**src/rtl/assert_macros.svh**
```systemverilog
// ---------------------------------------------------------------------------
// Assertion macros shared by the list table RTL.
// ---------------------------------------------------------------------------
`ifndef ASSERT_MACROS_SVH
`define ASSERT_MACROS_SVH

// Checks an implication on every rising clock edge outside reset.
`define BOL_ASSERT(lbl, prop, msg) \
  lbl: assert property (@(posedge clk) disable iff (rst) (prop)) else $error(msg);

// Checks that a condition holds on every rising clock edge outside reset.
`define BOL_ALWAYS(lbl, cond, msg) \
  `BOL_ASSERT(lbl, (cond), msg)

`endif

```
**src/rtl/bol_pkg.sv**
```systemverilog
// ---------------------------------------------------------------------------
// bol_pkg
// Types and constants shared by the bounded ordered list table and its cells.
// ---------------------------------------------------------------------------
package bol_pkg;

  localparam int DEPTH  = 16;
  localparam int IDX_W  = (DEPTH > 1) ? $clog2(DEPTH) : 1;
  localparam int CNT_W  = $clog2(DEPTH + 1);
  localparam int MODE_W = 3;
  localparam int POS_W  = 5;
  localparam int VAL_W  = 32;
  localparam int STAT_W = 2;
  localparam int CMP_W  = (CNT_W > POS_W) ? CNT_W : POS_W;

  localparam logic [MODE_W-1:0] MD_PUSH_FRONT = 3'd0;
  localparam logic [MODE_W-1:0] MD_PUSH_BACK  = 3'd1;
  localparam logic [MODE_W-1:0] MD_POP_FRONT  = 3'd2;
  localparam logic [MODE_W-1:0] MD_POP_BACK   = 3'd3;
  localparam logic [MODE_W-1:0] MD_INSERT     = 3'd4;
  localparam logic [MODE_W-1:0] MD_ERASE      = 3'd5;
  localparam logic [MODE_W-1:0] MD_READ       = 3'd6;

  typedef enum logic [STAT_W-1:0] {
    SC_OK    = 2'd0,
    SC_EMPTY = 2'd1,
    SC_FULL  = 2'd2,
    SC_RANGE = 2'd3
  } status_t;

  typedef enum logic {
    ST_IDLE,
    ST_REPORT
  } state_t;

  typedef enum logic [1:0] {
    CK_HOLD,
    CK_INS,
    CK_DEL
  } cmd_kind_t;

  // Command broadcast to every cell of the row.
  typedef struct packed {
    cmd_kind_t         kind;
    logic [IDX_W-1:0]  pos;
    logic [IDX_W-1:0]  rpos;
    logic [VAL_W-1:0]  value;
  } cmd_t;

endpackage

```
**src/rtl/bol_cell.sv**
```systemverilog
// ---------------------------------------------------------------------------
// bol_cell
// One entry of the list: loads, shifts from a neighbour or holds, and offers
// its value on two select taps.
// ---------------------------------------------------------------------------
module bol_cell (
  input  logic                      clk,
  input  logic [bol_pkg::IDX_W-1:0] idx,
  input  bol_pkg::cmd_t             cmd,
  input  logic [bol_pkg::IDX_W-1:0] tail_idx,
  input  logic [bol_pkg::VAL_W-1:0] left_data,
  input  logic [bol_pkg::VAL_W-1:0] right_data,
  output logic [bol_pkg::VAL_W-1:0] data,
  output logic [bol_pkg::VAL_W-1:0] read_tap,
  output logic [bol_pkg::VAL_W-1:0] tail_tap
);
  import bol_pkg::*;

  logic [VAL_W-1:0] data_next;

  always_comb begin
    data_next = data;
    case (cmd.kind)
      CK_INS: begin
        if (idx == cmd.pos) begin
          data_next = cmd.value;
        end else if (idx > cmd.pos) begin
          data_next = left_data;
        end
      end
      CK_DEL: begin
        if (idx >= cmd.pos) begin
          data_next = right_data;
        end
      end
      default: begin
        data_next = data;
      end
    endcase
  end

  always_ff @(posedge clk) begin
    data <= data_next;
  end

  assign read_tap = (idx == cmd.rpos) ? data : '0;
  assign tail_tap = (idx == tail_idx) ? data : '0;

endmodule

```
**src/rtl/bounded_ordered_list_table.sv**
```systemverilog
// ---------------------------------------------------------------------------
// bounded_ordered_list_table
// Bounded ordered list of signed values held in a row of shifting cells,
// with push and pop at both ends, indexed insert, erase and read.
// ---------------------------------------------------------------------------
//  Channel   Handshake        Ports
//  command   start / busy     mode, position, value
//  result    done strobe      result_value, status, occupancy, head_value,
//                             tail_value
//
// For each item, the cell row shifts at the accepting edge, then
// busy stays high for one cycle while the front and back are gathered from
// the row. The result strobe comes in the cycle after, when the next item may
// already be accepted. Reset clears the occupancy and the control state; cell
// contents are left as they are. Results cannot be stalled.
// ---------------------------------------------------------------------------
`include "assert_macros.svh"

module bounded_ordered_list_table (
  input  logic                              clk,
  input  logic                              rst,
  input  logic                              start,
  output logic                              busy,
  input  logic [bol_pkg::MODE_W-1:0]        mode,
  input  logic [bol_pkg::POS_W-1:0]         position,
  input  logic signed [bol_pkg::VAL_W-1:0]  value,
  output logic                              done,
  output logic signed [bol_pkg::VAL_W-1:0]  result_value,
  output logic [bol_pkg::STAT_W-1:0]        status,
  output logic [bol_pkg::POS_W-1:0]         occupancy,
  output logic signed [bol_pkg::VAL_W-1:0]  head_value,
  output logic signed [bol_pkg::VAL_W-1:0]  tail_value
);
  import bol_pkg::*;

  state_t           st;
  state_t           st_next;
  logic [CNT_W-1:0] count;
  logic [CNT_W-1:0] count_next;
  status_t          status_q;
  status_t          status_next;
  logic [VAL_W-1:0] res_q;
  logic [VAL_W-1:0] res_next;
  logic             accept;
  logic             take_res;
  cmd_t             cmd;
  logic [CMP_W-1:0] pos_ext;
  logic [CMP_W-1:0] cnt_ext;
  logic             is_full;
  logic             list_empty;
  logic [IDX_W-1:0] last_idx;
  logic [VAL_W-1:0] read_val;
  logic [VAL_W-1:0] tail_val;

  logic [VAL_W-1:0] cell_data [DEPTH];
  logic [VAL_W-1:0] read_taps [DEPTH];
  logic [VAL_W-1:0] tail_taps [DEPTH];

  assign busy       = (st == ST_REPORT);
  assign accept     = start && !busy;
  assign pos_ext    = CMP_W'(position);
  assign cnt_ext    = CMP_W'(count);
  assign is_full    = (count == CNT_W'(DEPTH));
  assign list_empty = (count == '0);
  assign last_idx   = IDX_W'(count - CNT_W'(1));

  // Decode one item into a row command, a status and the new occupancy.
  always_comb begin
    cmd.kind    = CK_HOLD;
    cmd.pos     = '0;
    cmd.rpos    = '0;
    cmd.value   = value;
    status_next = SC_OK;
    count_next  = count;
    take_res    = 1'b0;
    case (mode)
      MD_PUSH_FRONT: begin
        if (is_full) begin
          status_next = SC_FULL;
        end else begin
          cmd.kind   = CK_INS;
          count_next = count + CNT_W'(1);
        end
      end
      MD_PUSH_BACK: begin
        if (is_full) begin
          status_next = SC_FULL;
        end else begin
          cmd.kind   = CK_INS;
          cmd.pos    = IDX_W'(count);
          count_next = count + CNT_W'(1);
        end
      end
      MD_POP_FRONT: begin
        if (list_empty) begin
          status_next = SC_EMPTY;
        end else begin
          cmd.kind   = CK_DEL;
          take_res   = 1'b1;
          count_next = count - CNT_W'(1);
        end
      end
      MD_POP_BACK: begin
        if (list_empty) begin
          status_next = SC_EMPTY;
        end else begin
          cmd.rpos   = last_idx;
          take_res   = 1'b1;
          count_next = count - CNT_W'(1);
        end
      end
      MD_INSERT: begin
        if (pos_ext > cnt_ext) begin
          status_next = SC_RANGE;
        end else if (is_full) begin
          status_next = SC_FULL;
        end else begin
          cmd.kind   = CK_INS;
          cmd.pos    = IDX_W'(position);
          count_next = count + CNT_W'(1);
        end
      end
      MD_ERASE: begin
        if (list_empty) begin
          status_next = SC_EMPTY;
        end else if (pos_ext >= cnt_ext) begin
          status_next = SC_RANGE;
        end else begin
          cmd.kind   = CK_DEL;
          cmd.pos    = IDX_W'(position);
          cmd.rpos   = IDX_W'(position);
          take_res   = 1'b1;
          count_next = count - CNT_W'(1);
        end
      end
      MD_READ: begin
        if (list_empty) begin
          status_next = SC_EMPTY;
        end else if (pos_ext >= cnt_ext) begin
          status_next = SC_RANGE;
        end else begin
          cmd.rpos = IDX_W'(position);
          take_res = 1'b1;
        end
      end
      default: begin
        status_next = SC_OK;
      end
    endcase
    if (!accept) begin
      cmd.kind = CK_HOLD;
    end
  end

  genvar gi;
  generate
    for (gi = 0; gi < DEPTH; gi++) begin : g_cell
      logic [VAL_W-1:0] left_in;
      logic [VAL_W-1:0] right_in;
      if (gi == 0) begin : g_first
        assign left_in = '0;
      end else begin : g_mid_l
        assign left_in = cell_data[gi-1];
      end
      if (gi == DEPTH - 1) begin : g_last
        assign right_in = '0;
      end else begin : g_mid_r
        assign right_in = cell_data[gi+1];
      end
      bol_cell u_cell (
        .clk        (clk),
        .idx        (IDX_W'(gi)),
        .cmd        (cmd),
        .tail_idx   (last_idx),
        .left_data  (left_in),
        .right_data (right_in),
        .data       (cell_data[gi]),
        .read_tap   (read_taps[gi]),
        .tail_tap   (tail_taps[gi])
      );
    end
  endgenerate

  // Only the selected cell drives a non-zero tap, so an OR gathers it.
  always_comb begin
    read_val = '0;
    tail_val = '0;
    for (int i = 0; i < DEPTH; i++) begin
      read_val = read_val | read_taps[i];
      tail_val = tail_val | tail_taps[i];
    end
  end

  assign res_next = take_res ? read_val : '0;

  always_comb begin
    st_next = st;
    case (st)
      ST_IDLE: begin
        if (start) begin
          st_next = ST_REPORT;
        end
      end
      ST_REPORT: begin
        st_next = ST_IDLE;
      end
      default: begin
        st_next = ST_IDLE;
      end
    endcase
  end

  always_ff @(posedge clk) begin
    if (rst) begin
      st    <= ST_IDLE;
      count <= '0;
      done  <= 1'b0;
    end else begin
      st   <= st_next;
      done <= (st == ST_REPORT);
      if (accept) begin
        count <= count_next;
      end
    end
  end

  always_ff @(posedge clk) begin
    if (accept) begin
      status_q <= status_next;
      res_q    <= res_next;
    end
    if (st == ST_REPORT) begin
      result_value <= res_q;
      status       <= status_q;
      occupancy    <= POS_W'(count);
      head_value   <= list_empty ? '0 : cell_data[0];
      tail_value   <= list_empty ? '0 : tail_val;
    end
  end

  `BOL_ASSERT(a_done_after_report, (st == ST_REPORT) |=> done, "result strobe missing after report cycle")
  `BOL_ASSERT(a_ins_grows, (accept && cmd.kind == CK_INS) |=> (count == $past(count) + CNT_W'(1)), "insert did not grow the list")
  `BOL_ASSERT(a_full_only_at_depth, (accept && status_next == SC_FULL) |-> is_full, "full status on a list with room")
  `BOL_ASSERT(a_empty_zero_ends, (st == ST_REPORT && list_empty) |=> (head_value == '0 && tail_value == '0), "non-zero ends on an empty list")
  `BOL_ALWAYS(a_count_bound, count <= CNT_W'(DEPTH), "occupancy beyond depth")

endmodule
```
**config.mk**
```make
export PLATFORM = sky130hd
export DESIGN_NAME = bounded_ordered_list_table
export DESIGN_NICKNAME = d
export VERILOG_FILES = /design/src/rtl/bol_pkg.sv /design/src/rtl/bol_cell.sv /design/src/rtl/bounded_ordered_list_table.sv
export VERILOG_INCLUDE_DIRS = /design/src /design/src/rtl
export SDC_FILE = /design/constraint.sdc
export NUM_CORES = 2
export LEC_CHECK = 0
export BUFFER_PORTS_ARGS = -buffer_cell sky130_fd_sc_hd__buf_2
export CAP_MARGIN = 10
export CORE_ASPECT_RATIO = 1.4
export CORE_MARGIN = 5
export CORE_UTILIZATION = 45
export DETAILED_ROUTE_END_ITERATION = 12
export GPL_TIMING_DRIVEN = 0
export SYNTH_ARGS = -nofsm -noshare
export SYNTH_HDL_FRONTEND = slang
export SYNTH_HIERARCHICAL = 1
export SYNTH_SLANG_ARGS = --single-unit
```
**constraint.sdc**
```tcl
create_clock -name clk -period 9.66 [get_ports clk]
set_input_delay 0.483 -clock clk [delete_from_list [all_inputs] [get_ports clk]]
set_output_delay 0.483 -clock clk [all_outputs]
set_load 0.1 [all_outputs]
```
==> reports/qor.txt <==
Pwr/cell area -> 161 nW/um2
Design Area, Final -> 51200 um2
Crit-path max cell delay -> 0.97 ns
Share of power burned in registers -> 41.9%
CP max stage cell -> nor4_4
CTS Sinks -> 656
Die height -> 382 um
Post-synthesis xor/xnor area fraction -> 2.91%
Met2 Track Usage GR -> 55.6%
Area growth syn-to-layout -> 14.7%
Vias in the first global route -> 36.1k
Cell family with most CP delay -> simple AND/OR/NAND/NOR gates
Critical path class -> reg2reg
Yosys reg bits -> 656
Total number of vias -> 36.5k
Final period util -> 61.5%
Avg Cell Area, Syn -> 10.1 um2
Max_cap viols -> 0
Final nets -> 5040
Leak pwr -> 22.2 nW
Placed Cells -> 6163
Fin crit period -> 5.94 ns
First-pass GRT wire length -> 250 mm
Final WL -> 176 mm
Crit path DAT -> 6.33 ns
Combinational power share -> 23.9%
Total GRT Usage -> 32.0%
Clock share of power -> 34.2%
Mapped Cells -> 4418
Mapped cell area -> 44600 um2
GR Util met3 -> 6.20%
Synth unique cells -> 54
Async set or reset register ratio after synthesis -> 0%
# fillers -> 9171
Hold WC Path Type -> in2reg
Setup violators final -> 0
Placer Congestion -> 0.983
DR pass1 iterations -> 6
Htree depth -> 3
CTS max path bufs -> 3
Internal -> 5.54 mW
Cell row count -> 136
Adder-cell area share of the yosys netlist -> 1.99%
Non-Filler Instances -> 6295
Max rail drop VDD -> 0.122 mV
Worst-Margin Slew -> 1.23 ns
Clock Latency Late Sink -> 0.67 ns
Setup crit end -> res_q[20]
Die ar. -> 106000 um2
Clk_skew -> 0.0258 ns
Achievable Freq -> 168 MHz
GRT busiest layer -> met2
Switch share -> 32.7%
CTS tree -> built
Post-synthesis compound-gate area fraction -> 6.92%
Post-DRT Antenna Nets -> 0
Mux share of post-synthesis cell area -> 11.6%
Pin count of the biggest net entering global routing -> 62
RSZ-0062 raised after global routing -> no
Antenna violations before repair -> 14
Gr ovfl total -> 0
Buf/Inv on CP -> 3
Simple-gate portion of the synthesized area -> 27.8%
RR Endpoint -> res_q[20]
Layout cell share with drive strength beyond 1 -> 11.3%
R2r setup slk -> 3.72 ns
Startpoint type of the worst setup path -> flip-flop
WP depth -> 14
Slew margin rel. -> 17.6%
Post-CTS setup buffers -> 0
Number of synthesis warnings -> 6
Clk Tree Root Cell -> clkbuf_16
Most frequent cells in the layout -> and2_1, edfxtp_1, nor2_1
Clock-pin slew on the worst setup and hold paths -> 0.06 ns
Hold-fix buffers at CTS -> 0
Initial Utilization -> 45.3%
Crit path from -> cnt_ext[0]
Leading cell type in the layout, fill and taps excluded -> and2_1
GR Layer Usage met1 -> 36.4%
Sequential-to-total area share from yosys stat -> 44.0%
Worst R2R Path Depth -> 14
Reg-to-Reg Start -> cnt_ext[0]
Worst EP required -> 10.06 ns
Port Buf Inserts -> 143
Number of vias per cell -> 5.80
Final Util -> 52.0%
Slew Viols, Final -> 0
DP HPWL -> 131 mm
CTS Buf Count -> 72
DR iter-0 viols -> 3468
Post-cts sizing count -> 0
Fin. Hold Viols -> 0
Remaining DRCs -> 0
Post-synth EDFFs -> 649
P_sw -> 2.69 mW
CP endpoint kind -> flip-flop
Post-DP Area -> 48900 um2
I/O Pins -> 148
CP cell instances -> inv_1 > ha_1 > nor4b_2 > buf_2 > nor4_1 > nand2_1 > nand2_1 > xor2_1 > nor4_4 > buf_6 > and2_1 > nor4_1 > and4_1 > nor2_1
Avg WL per Cell -> 28.0 um
Predominant post-synthesis flop cell -> edfxtp_1
Worst-path fanout max -> 19
Design Power -> 8.23 mW
Core ar. -> 98400 um2
Largest family of logic cells by synthesized area -> simple AND/OR/NAND/NOR gates
Outcome -> finished clean
Die W -> 276 um
==> synthesized netlist by cell type (2+ instances only) <==
cell        n  area share (%)
and2_1    992              14
edfxtp_1  649              44
nor2_1    585             4.9
a21oi_1   536             6.0
mux2i_1   513              12
nor4_1    259             3.6
xor2_1    130             2.6
buf_6      97             2.4
inv_1      73            0.61
ha_1       71             2.0
clkbuf_1   70            0.59
and4_1     64             1.3
buf_2      53            0.59
nor2b_1    51            0.72
buf_1      37            0.31
and2_2     32            0.54
nor4_4     32             1.5
nand2b_1   22            0.31
xnor2_1    18            0.35
a31oi_1    17            0.24
nand4_2    17            0.48
buf_4      16            0.27
o211ai_1   16            0.27
nand2_1    10           0.084
dfxtp_1     7            0.31
nor3_1      6           0.067
a22o_1      4           0.079
o31ai_1     4           0.067
o21ai_0     3           0.034
and3_1      2           0.028
conb_1      2           0.017
mux2_1      2           0.050
nand3_1     2           0.022
nand4_1     2           0.028
nor3b_1     2           0.034
o21ai_1     2           0.022
o221ai_1    2           0.039
o22ai_1     2           0.028
==> cells by family (layout without fill, tap and decap cells) <==
kind of cell | after synthesis | count (layout)
adder cells (fa/ha/maj) | 71 | 71
other | 2 | 262
AO/OA/AOI/OAI | 593 | 593
buffers and inverters | 346 | 652
flip-flops | 656 | 656
AND/OR/NAND/NOR | 2087 | 2087
multiplexers | 515 | 515
XOR/XNOR | 148 | 148
==> metal layers <==
metal | vias to the layer above | routed length [um]
met2 | 1892 | 86100
met5 | - | 15
met3 | 584 | 14500
met4 | 2 | 12500
li1 | 16500 | -
met1 | 17600 | 63100
==> sequential cells by signal, summed over array words and instances (netlist names) <==
signal,count
tail_value,32
cnt_ext,5
result_value,32
res_q,32
status_q,2
status,2
head_value,32
done,1
busy,1
occupancy,5
g_cell.u_cell/data,512
==> per-stage QoR <==
| step | hold slack (ns) | TNS, ns | setup slack, ns |
|---|---|---|---|
| floorplan | 0.400 | 0 | 2.41 |
| global placement | 0.403 | -992.27 | -2.18 |
| detailed placement | 0.405 | 0 | 3.79 |
| CTS | 0.167 | 0 | 3.77 |
| global route | 0.214 | 0 | 3.57 |
| finish | 0.196 | 0 | 3.72 |
==> how the worst min path moves through the flow <==
stage                  endpoint  depth (start not counted)       from
6_report                   busy                          2        rst
5_1_grt                    busy                          2        rst
4_1_cts                    busy                          2        rst
3_5_place_dp   result_value[28]                          0  res_q[28]
3_3_place_gp   result_value[29]                          0  res_q[29]
2_1_floorplan   result_value[0]                          0   res_q[0]
==> power by group through the flow <==
stage	clock, mW	sequential, mW	combinational (mW)
floorplan	0	3.67	1.03
global placement	0	3.53	1.83
detailed placement	0	3.50	1.92
CTS	2.86	3.45	1.92
global route	2.96	3.46	2.04
finish	2.81	3.45	1.97
==> final cells by class <==
class / count / area [um2] / share of cell area, %
Sequential cell: 656 / 19600 / 38.4
Inverter: 73 / 274 / 0.535
Timing Repair Buffer: 180 / 1390 / 2.72
Antenna cell: 6 / 15.0 / 0.0293
Clock inverter: 41 / 403 / 0.787
Multi-Input combinational cell: 3670 / 24000 / 47.0
Buffer: 273 / 1880 / 3.67
Tap cell: 1311 / 1640 / 3.21
Clock buffer: 85 / 1890 / 3.70
==> worst register-to-register path: stages (launching register included) <==
cell and delay [ns]:
dfxtp_1 0.58, inv_1 0.53, ha_1 0.49, nor4b_2 0.20, buf_2 0.21, nor4_1 0.60, nand2_1 0.12, nand2_1 0.70
xor2_1 0.25, nor4_4 0.97, buf_6 0.31, and2_1 0.16, nor4_1 0.05, and4_1 0.14, nor2_1 0.36
Power figures use the tool's default switching activity.
